--- src/design/rgbmf_pkg.sv ---
// ----------------------------------------------------------------------------
// rgbmf_pkg - shared types and constants for the RGB median / weighted mean
// Pixel and window types, shift-line tap layout, divide-by-ten helper.
// ----------------------------------------------------------------------------
package rgbmf_pkg;

  localparam int Chans      = 3;   // channel index: 2 red, 1 green, 0 blue
  localparam int ChanRed    = 2;
  localparam int ChanGreen  = 1;
  localparam int ChanBlue   = 0;
  localparam int ChanW      = 8;
  localparam int WinCells   = 9;
  localparam int MedianRank = 4;   // fifth of nine in ascending order
  localparam int RankW      = $clog2(WinCells + 1);
  localparam int PixCntW    = 4;
  localparam int WinCntW    = 4;
  localparam int GridCells  = 15;
  localparam int FirstResultWin = 12;  // zero-based count of the 13th window
  localparam int ColW       = 2;

  // Stream widths
  localparam int InW  = 24;
  localparam int OutW = 32;

  // Shift line of window results, newest at position 0. The 3x3 block that
  // a result uses always sits at the same positions.
  localparam int LineLen   = 13;
  localparam int TapRow2   = 0;
  localparam int TapRow1   = 5;
  localparam int TapCenter = 6;
  localparam int TapRow0   = 10;

  // Divide by ten: (x * 205) >> 11 is exact for x below 1029.
  localparam int Recip10    = 205;
  localparam int RecipShift = 11;
  localparam int ProdW      = 17;
  localparam int DivW       = 6;   // (2*v)/10 up to 51
  localparam int Div1W      = 5;   // v/10 up to 25
  localparam int SumW       = 8;

  localparam int QueueDepth = 2;
  localparam int QPtrW      = $clog2(QueueDepth);
  localparam int QCntW      = $clog2(QueueDepth + 1);

  typedef logic [ChanW-1:0]        sample_t;
  typedef sample_t [Chans-1:0]     pixel_t;
  typedef pixel_t [WinCells-1:0]   window_t;
  typedef logic [WinCells-1:0]     mask_t;
  typedef mask_t [Chans-1:0]       sel_t;

  typedef struct packed {
    logic [Chans-1:0][Div1W-1:0] d1;  // v/10
    logic [Chans-1:0][DivW-1:0]  d2;  // (2*v)/10
  } tap_t;

  function automatic logic [DivW-1:0] div10(input logic [ChanW:0] x);
    logic [ProdW-1:0] p;
    p = ProdW'(x) * ProdW'(Recip10);
    return p[RecipShift +: DivW];
  endfunction

endpackage

--- src/design/rgbmf_front.sv ---
// ----------------------------------------------------------------------------
// rgbmf_front - window collector
// Gathers nine pixels into one window and hands it to the queue.
// ----------------------------------------------------------------------------
module rgbmf_front (
  input  logic                       clk,
  input  logic                       rst,
  input  logic                       s_tvalid,
  output logic                       s_tready,
  input  logic [rgbmf_pkg::InW-1:0]  s_tdata,   // red, green, blue
  output logic                       win_valid,
  input  logic                       win_ready,
  output rgbmf_pkg::window_t         win_data
);

  localparam logic [rgbmf_pkg::PixCntW-1:0] LastPix =
    rgbmf_pkg::PixCntW'(rgbmf_pkg::WinCells - 1);

  logic [rgbmf_pkg::PixCntW-1:0] pix_cnt;
  rgbmf_pkg::pixel_t             pix_in;
  rgbmf_pkg::pixel_t             held [rgbmf_pkg::WinCells-1];
  logic                          last_pix;
  logic                          accept;

  assign pix_in[rgbmf_pkg::ChanRed]   = s_tdata[7:0];
  assign pix_in[rgbmf_pkg::ChanGreen] = s_tdata[15:8];
  assign pix_in[rgbmf_pkg::ChanBlue]  = s_tdata[23:16];

  assign last_pix  = (pix_cnt == LastPix);
  assign s_tready  = !last_pix || win_ready;
  assign accept    = s_tvalid && s_tready;
  assign win_valid = s_tvalid && last_pix;

  always_comb begin
    for (int i = 0; i < rgbmf_pkg::WinCells - 1; i++) begin
      win_data[i] = held[i];
    end
    win_data[rgbmf_pkg::WinCells-1] = pix_in;
  end

  always_ff @(posedge clk) begin
    if (rst) begin
      pix_cnt <= '0;
    end else if (accept) begin
      pix_cnt <= last_pix ? '0 : pix_cnt + 1'b1;
    end
  end

  always_ff @(posedge clk) begin
    if (accept && !last_pix) begin
      held[pix_cnt[$clog2(rgbmf_pkg::WinCells-1)-1:0]] <= pix_in;
    end
  end

endmodule

--- src/design/rgbmf_queue.sv ---
// ----------------------------------------------------------------------------
// rgbmf_queue - window queue
// Short FIFO of whole windows between collector and filter back end.
// ----------------------------------------------------------------------------
module rgbmf_queue (
  input  logic               clk,
  input  logic               rst,
  input  logic               push_valid,
  output logic               push_ready,
  input  rgbmf_pkg::window_t push_data,
  output logic               pop_valid,
  input  logic               pop,
  output rgbmf_pkg::window_t pop_data
);

  rgbmf_pkg::window_t             mem [rgbmf_pkg::QueueDepth];
  logic [rgbmf_pkg::QPtrW-1:0]    wr_ptr;
  logic [rgbmf_pkg::QPtrW-1:0]    rd_ptr;
  logic [rgbmf_pkg::QCntW-1:0]    count;
  logic                           do_push;
  logic                           do_pop;

  localparam logic [rgbmf_pkg::QPtrW-1:0] LastPtr =
    rgbmf_pkg::QPtrW'(rgbmf_pkg::QueueDepth - 1);

  assign push_ready = (count != rgbmf_pkg::QCntW'(rgbmf_pkg::QueueDepth));
  assign pop_valid  = (count != '0);
  assign do_push    = push_valid && push_ready;
  assign do_pop     = pop && pop_valid;
  assign pop_data   = mem[rd_ptr];

  always_ff @(posedge clk) begin
    if (rst) begin
      wr_ptr <= '0;
      rd_ptr <= '0;
      count  <= '0;
    end else begin
      if (do_push) begin
        wr_ptr <= (wr_ptr == LastPtr) ? '0 : wr_ptr + 1'b1;
      end
      if (do_pop) begin
        rd_ptr <= (rd_ptr == LastPtr) ? '0 : rd_ptr + 1'b1;
      end
      case ({do_push, do_pop})
        2'b10:   count <= count + 1'b1;
        2'b01:   count <= count - 1'b1;
        default: count <= count;
      endcase
    end
  end

  always_ff @(posedge clk) begin
    if (do_push) begin
      mem[wr_ptr] <= push_data;
    end
  end

`ifndef ASSERT_OFF
  a_count_bound: assert property (@(posedge clk) disable iff (rst)
    count <= rgbmf_pkg::QCntW'(rgbmf_pkg::QueueDepth))
    else $error("queue count overflow");
`endif

endmodule

--- src/design/rgbmf_back.sv ---
// ----------------------------------------------------------------------------
// rgbmf_back - median and weighted mean back end
// Rank-select median per channel, divide-by-ten shift line, 3x3 sum, output.
// ----------------------------------------------------------------------------
module rgbmf_back (
  input  logic                        clk,
  input  logic                        rst,
  input  logic                        q_valid,
  output logic                        q_pop,
  input  rgbmf_pkg::window_t          q_data,
  output logic                        m_tvalid,
  input  logic                        m_tready,
  output logic [rgbmf_pkg::OutW-1:0]  m_tdata
);

  // stage 1: window and median select masks
  logic                   s1_valid;
  rgbmf_pkg::window_t     s1_win;
  rgbmf_pkg::sel_t        s1_sel;
  rgbmf_pkg::sel_t        sel_next;

  // stage 2: shift line of divided medians
  rgbmf_pkg::tap_t        line [rgbmf_pkg::LineLen];
  rgbmf_pkg::tap_t        tap_new;
  logic [rgbmf_pkg::WinCntW-1:0] win_cnt;
  logic                   s2_valid;
  logic [rgbmf_pkg::ColW-1:0] s2_col;

  // output register
  logic                   out_valid;
  logic [rgbmf_pkg::OutW-1:0] out_data;

  logic                   adv;
  logic [rgbmf_pkg::RankW-1:0] lt_cnt;
  logic [rgbmf_pkg::RankW-1:0] le_cnt;
  rgbmf_pkg::sample_t     med;
  logic [rgbmf_pkg::DivW-1:0] q1;
  logic [rgbmf_pkg::DivW-1:0] q2;
  logic [rgbmf_pkg::Chans-1:0][rgbmf_pkg::SumW-1:0] sum;

  assign adv      = !out_valid || m_tready;
  assign q_pop    = adv && q_valid;
  assign m_tvalid = out_valid;
  assign m_tdata  = out_data;

  // Element i is a median when at most four are below it and at least five
  // are at or below it. Tied winners share one value, so OR-ing them is safe.
  always_comb begin
    for (int ch = 0; ch < rgbmf_pkg::Chans; ch++) begin
      for (int i = 0; i < rgbmf_pkg::WinCells; i++) begin
        lt_cnt = '0;
        le_cnt = '0;
        for (int j = 0; j < rgbmf_pkg::WinCells; j++) begin
          lt_cnt = lt_cnt + rgbmf_pkg::RankW'(q_data[j][ch] <  q_data[i][ch]);
          le_cnt = le_cnt + rgbmf_pkg::RankW'(q_data[j][ch] <= q_data[i][ch]);
        end
        sel_next[ch][i] = (lt_cnt <= rgbmf_pkg::RankW'(rgbmf_pkg::MedianRank)) &&
                          (le_cnt >  rgbmf_pkg::RankW'(rgbmf_pkg::MedianRank));
      end
    end
  end

  always_comb begin
    for (int ch = 0; ch < rgbmf_pkg::Chans; ch++) begin
      med = '0;
      for (int i = 0; i < rgbmf_pkg::WinCells; i++) begin
        med = med | (s1_sel[ch][i] ? s1_win[i][ch] : '0);
      end
      q1 = rgbmf_pkg::div10({1'b0, med});
      q2 = rgbmf_pkg::div10({med, 1'b0});
      tap_new.d1[ch] = q1[rgbmf_pkg::Div1W-1:0];
      tap_new.d2[ch] = q2;
    end
  end

  // Centre counts (2v)/10, the other eight v/10.
  always_comb begin
    for (int ch = 0; ch < rgbmf_pkg::Chans; ch++) begin
      sum[ch] = rgbmf_pkg::SumW'(line[rgbmf_pkg::TapCenter].d2[ch]) +
                rgbmf_pkg::SumW'(line[rgbmf_pkg::TapRow1].d1[ch]) +
                rgbmf_pkg::SumW'(line[rgbmf_pkg::TapRow1+2].d1[ch]);
      for (int c = 0; c < 3; c++) begin
        sum[ch] = sum[ch] + rgbmf_pkg::SumW'(line[rgbmf_pkg::TapRow0+c].d1[ch]) +
                  rgbmf_pkg::SumW'(line[rgbmf_pkg::TapRow2+c].d1[ch]);
      end
    end
  end

  always_ff @(posedge clk) begin
    if (rst) begin
      s1_valid  <= 1'b0;
      s2_valid  <= 1'b0;
      out_valid <= 1'b0;
      win_cnt   <= '0;
    end else if (adv) begin
      s1_valid  <= q_valid;
      s2_valid  <= s1_valid &&
                   (win_cnt >= rgbmf_pkg::WinCntW'(rgbmf_pkg::FirstResultWin));
      out_valid <= s2_valid;
      if (s1_valid) begin
        win_cnt <= (win_cnt == rgbmf_pkg::WinCntW'(rgbmf_pkg::GridCells - 1)) ?
                   '0 : win_cnt + 1'b1;
      end
    end
  end

  always_ff @(posedge clk) begin
    if (adv) begin
      s1_win <= q_data;
      s1_sel <= sel_next;
      if (s1_valid) begin
        line[0] <= tap_new;
        for (int p = 1; p < rgbmf_pkg::LineLen; p++) begin
          line[p] <= line[p-1];
        end
        s2_col <= rgbmf_pkg::ColW'(win_cnt -
                  rgbmf_pkg::WinCntW'(rgbmf_pkg::FirstResultWin));
      end
      out_data <= {(rgbmf_pkg::OutW - rgbmf_pkg::ColW - 3 * rgbmf_pkg::SumW)'(0),
                   s2_col,
                   sum[rgbmf_pkg::ChanBlue],
                   sum[rgbmf_pkg::ChanGreen],
                   sum[rgbmf_pkg::ChanRed]};
    end
  end

`ifndef ASSERT_OFF
  a_win_cnt_range: assert property (@(posedge clk) disable iff (rst)
    win_cnt <= rgbmf_pkg::WinCntW'(rgbmf_pkg::GridCells - 1))
    else $error("window count out of range");

  a_no_early_result: assert property (@(posedge clk) disable iff (rst)
    (adv && s1_valid &&
     (win_cnt < rgbmf_pkg::WinCntW'(rgbmf_pkg::FirstResultWin))) |=> !s2_valid)
    else $error("result raised before thirteenth window");

  a_col_range: assert property (@(posedge clk) disable iff (rst)
    s2_valid |-> (s2_col <= rgbmf_pkg::ColW'(2)))
    else $error("column offset out of range");
`endif

endmodule

--- src/design/median_then_weighted_mean_rgb_top.sv ---
// ----------------------------------------------------------------------------
// median_then_weighted_mean_rgb_top - 3x3 RGB median with weighted mean
// Per-channel median of each nine-pixel window, then a weighted 3x3 mean
// over a 3x5 grid of window medians after the 13th, 14th and 15th window.
// ----------------------------------------------------------------------------
// Throughput: one pixel item per cycle unless a stalled output fills the
//   queue; at most one result per nine pixels, three results per round of
//   fifteen windows. A result goes from the ninth pixel of its window
//   through queue, median select, shift line and output reg to m_tvalid.
// Reset: synchronous, active high; clears counters, queue and valid flags.
//   Median data is not cleared; every entry read is written first.
module median_then_weighted_mean_rgb_top (
  input  logic                        clk,
  input  logic                        rst,
  // pixel input
  input  logic                        s_tvalid,
  output logic                        s_tready,
  input  logic [rgbmf_pkg::InW-1:0]   s_tdata,   // [7:0] red, [15:8] green,
                                                 // [23:16] blue
  // result output
  output logic                        m_tvalid,
  input  logic                        m_tready,
  output logic [rgbmf_pkg::OutW-1:0]  m_tdata    // [7:0] mean_red,
                                                 // [15:8] mean_green,
                                                 // [23:16] mean_blue,
                                                 // [25:24] column_offset
);

  // Front collects a window; the queue lets it keep taking pixels while the
  // back end waits on a stalled output.
  logic               win_valid;
  logic               win_ready;
  rgbmf_pkg::window_t win_data;
  logic               q_valid;
  logic               q_pop;
  rgbmf_pkg::window_t q_data;

  rgbmf_front u_front (
    .clk       (clk),
    .rst       (rst),
    .s_tvalid  (s_tvalid),
    .s_tready  (s_tready),
    .s_tdata   (s_tdata),
    .win_valid (win_valid),
    .win_ready (win_ready),
    .win_data  (win_data)
  );

  rgbmf_queue u_queue (
    .clk        (clk),
    .rst        (rst),
    .push_valid (win_valid),
    .push_ready (win_ready),
    .push_data  (win_data),
    .pop_valid  (q_valid),
    .pop        (q_pop),
    .pop_data   (q_data)
  );

  // Back end: rank-based median, divide by ten into a 13-deep shift line,
  // fixed taps give the 3x3 block for every result.
  rgbmf_back u_back (
    .clk      (clk),
    .rst      (rst),
    .q_valid  (q_valid),
    .q_pop    (q_pop),
    .q_data   (q_data),
    .m_tvalid (m_tvalid),
    .m_tready (m_tready),
    .m_tdata  (m_tdata)
  );

endmodule
--- config.mk ---
export PLATFORM = sky130hd
export DESIGN_NAME = median_then_weighted_mean_rgb_top
export DESIGN_NICKNAME = d
export VERILOG_FILES = /design/src/design/rgbmf_pkg.sv /design/src/design/rgbmf_front.sv /design/src/design/rgbmf_queue.sv /design/src/design/rgbmf_back.sv /design/src/design/median_then_weighted_mean_rgb_top.sv
export SDC_FILE = /design/constraint.sdc
export NUM_CORES = 2
export LEC_CHECK = 0
export ABC_CLOCK_PERIOD_IN_PS = 17200
export BUFFER_PORTS_ARGS = -buffer_cell sky130_fd_sc_hd__buf_2
export CAP_MARGIN = 20
export CORE_MARGIN = 3
export CORE_UTILIZATION = 25
export DETAILED_ROUTE_END_ITERATION = 8
export HOLD_SLACK_MARGIN = 0.08
export PLACE_DENSITY = 0.43
export SETUP_SLACK_MARGIN = 0.05
export SLEW_MARGIN = 20
export SYNTH_ARGS = -nofsm -noshare
export SYNTH_HDL_FRONTEND = slang
export SYNTH_SLANG_ARGS = --single-unit
--- constraint.sdc ---
create_clock -name clk -period 17.2 [get_ports clk]
set_input_delay 5.16 -clock clk [delete_from_list [all_inputs] [get_ports clk]]
set_output_delay 5.16 -clock clk [all_outputs]
set_load 0.005 [all_outputs]
==> results.md <==
- Fraction of layout cells with a size suffix above 1: 0.0771
- Dominant cells by area after synthesis: edfxtp_1, ha_1, fa_1, inv_1, mux2i_1
- Setup CP Type: primary input to flop
- Relative slew slack: 0.259
- MaxCap Viol Count: 0
- GRT overflow: 0
- Residual DRC count: 0
- Clock Sinks: 1127
- Minimum clock period: around 8.0 ns
- IO buf count: between 50 and 60
- Most common library cell in the layout ignoring fill and taps: ha_1
- Nets@finish: 7979
- Post-synth EDFFs: between 1000 and 1500
- Vias in the first global route: a little under 50000
- Crit Path Max Fanout: 66
- Fin Hold WS: approximately 0.4 ns
- Average size of a mapped cell: ~13 um2
- Clk buf depth: 3
- Synth Instances: 5964
- Number of synthesized register bits: around 1100
- Placed cell areas: between 0.08 and 0.09 mm2
- Min-delay worst type: flop to flop
- DPL Wire Length: between 150 and 200 mm
- Hold_buf cts: 0
- Ys flop type: edfxtp_1
- Total GRT Usage: 0.145
- Largest net degree at the start of global routing: about 130
- Largest family of logic cells by synthesized area: adder cells
- Status: complete, no violations
- Clock root cell: clkbuf_16
- Post-CTS Setup Bufs: 0
- First-pass GRT wire length: around 330 mm
- Adder-cell area share of the yosys netlist: 0.318
- GRT Max-Usage Layer: met2
- Setup Viol. Count Final: 0
- Core ar.: ~0.30 mm2
- M2 GR Usage: 0.236
- Power Dens Cells: ~75 mW/mm2
- Initial Util: 0.252
- Mux share of post-synthesis cell area: 0.0289
- Worst Tran Pin Value: 1.10 ns
- Compound-cell area share of the yosys netlist: 0.0931
- Mapped Area: 0.0757 mm2
- Worst skew pair latency: ~0.78 ns
- Xor/xnor share of the synthesized area: 0.0101
- Filler cell count: between 30000 and 40000
- Fin Setup TNS: 0 ns
- Worst Setup End Kind: flop
- Share of flip-flops with an asynchronous set or reset: 0
- Fin. Hold Viols: 0
- Sequential-to-total area share from yosys stat: 0.445
- DRT iter0 DRCs: 3171
- Final Max Tran Viols: 0
- Post-cts resize count: 0
- Cts bufs inserted: between 100 and 150
- CTS tree: yes
- Row count: around 200
- Routed wire length per instance: around 22 um
- Die footprint: between 0.3 and 0.4 mm2
- Top cell type's share of synthesized area: 0.441
- P_leak: ~36 nW
- Io pins: 62
- Startpoint types: primary input
- Post-synth cell types: between 60 and 70
- Antenna Nets Post-Route: 0
- Final Cycle Share: 0.463
- CP Data Required Time: 17.57 ns
- Final core utilization: 0.286
- Commonest non-fill, non-tap cells in the layout: ha_1, edfxtp_1, inv_1, fa_1, o21ai_0
- GRT met3 Usage: 0.0198
- Die width: between 500 and 600 um
- Worst Clk Skew: ~0.038 ns
- RD Place Congestion: roughly 0.89
- Simple-gate share of the synthesized area: 0.0613
- Initial antenna violation count: 21
- Met1 Use GR: 0.199
- F_max: approximately 0.13 GHz
- Clk slew on worst S/H paths: approximately 0.060 ns
- Post-synth top area cell: edfxtp_1
- Fin area: around 0.086 mm2
- H-tree levels: 4
- CP Data Arrival Time: 8.33 ns
- Detailed Route WL: 225 mm
- Total design power: approximately 6.4 mW
- DR vias/cell: around 4.6
- P&R area growth vs syn: 13.8%
- RSZ-0062 raised after global routing: false
- Via count: 47500
- Die height: ~560 um
- Synth warn: 0
- 1st-pass router iterations: 8
- Max IR drop VDD: around 0.00011 V
## layout make-up
type / instances / area [um2] / area share
Multi-Input combinational cell: 3984 / 38800 / 0.451
Sequential cell: 1127 / 33700 / 0.391
Tap cell: 3958 / 4950 / 0.0575
Clock buffer: 171 / 3540 / 0.0412
Inverter: 797 / 3010 / 0.0349
Timing Repair Buffer: 193 / 1350 / 0.0157
Clock inverter: 73 / 692 / 0.00804
Antenna cell: 7 / 17.5 / 0.000204
## worst paths after layout
path / from / to / slack, ns / cells past startpoint
worst max-delay path: s_tvalid / u_queue.mem[1][8]$_DFFE_PP_ / 9.24 / 5
worst min-delay path: u_back.line[5][12]$_DFFE_PP_ / u_back.line[6][12]$_DFFE_PP_ / 0.39 / 0
worst max register to register: flop / u_back.s1_sel[0]$_DFFE_PN_ / 9.83 / 21
worst min register to register: u_back.line[5][12]$_DFFE_PP_ / u_back.line[6][12]$_DFFE_PP_ / 0.39 / 0
## power by group
part / internal [mW] / total (mW) / switching (mW)
registers: 3.03 / 3.05 / 0.0235
logic: 0.255 / 0.594 / 0.339
clock network: 1.57 / 2.78 / 1.21
## kinds of logic (layout without fill, tap and decap cells)
kind of cell               count (synthesis)  after routing
AOI/OAI and AO/OA                       1097           1097
xor gates and xnor gates                  87             87
adders and majority gates               1712           1712
buffers and inverters                    858           1234
DFF                                     1127           1127
muxes                                    216            216
other                                      1             13
and+or+nand+nor                          866            866
## per-layer routing
metal	wire length, um	up-vias
met2	104000	947
met1	105000	23800
met3	9120	313
met5	13	-
met4	6600	2
li1	-	22400
## synth_stat cells (5+ instances only)
library cell and number:
ha_1 1363, edfxtp_1 1111, inv_1 797, fa_1 349
o21ai_0 297, nor2_1 257, a21oi_1 256, a21o_1 221
nand4_1 215, mux2i_1 199, nor2b_1 132, nand2b_1 92
o21a_1 78, xnor2_1 51, a211oi_1 50, nand2_1 41
nand3_1 40, xor2_1 36, or2_2 34, a22oi_1 30
clkbuf_1 25, a222oi_1 24, buf_2 22, a221oi_1 19
a22o_1 17, mux2_2 17, dfxtp_1 16, o21bai_1 15
nor3_1 13, o211ai_1 13, nor4_1 12, a31oi_1 11
a21boi_0 9, and2_1 9, o211a_1 9, a21bo_2 7
buf_4 7, o21ai_1 7, o21ba_2 7, o22ai_1 6
nor3b_1 5
## stage by stage
| stage | setup slack, ns | cells |
|---|---|---|
| finish | 9.24 | 10300 |
| detailed placement | 8.34 | 10100 |
| global route | 8.97 | 10300 |
| CTS | 9.17 | 10300 |
| floorplan | 0.619 | 5969 |
| global placement | 8.39 | 10100 |
## state kept, by name (all words and copies together) (netlist names), named ones only
register         cells
u_back.line        216
u_back.m_tdata      26
u_back.m_tvalid      1
u_back.s1_sel       27
u_back.s1_valid      1
u_back.s1_win      216
u_back.s2_col        2
u_back.s2_valid      1
u_back.win_cnt       4
u_front.held       192
u_front.pix_cnt      4
u_queue.count        2
u_queue.mem        432
u_queue.rd_ptr       1
u_queue.wr_ptr       1
## critical path, stage by stage
cell and delay (ns):
buf_2 0.15, nand3_1 0.29, nor2_4 0.83, buf_4 0.87, buf_4 0.86
Power figures use the tool's default switching activity.
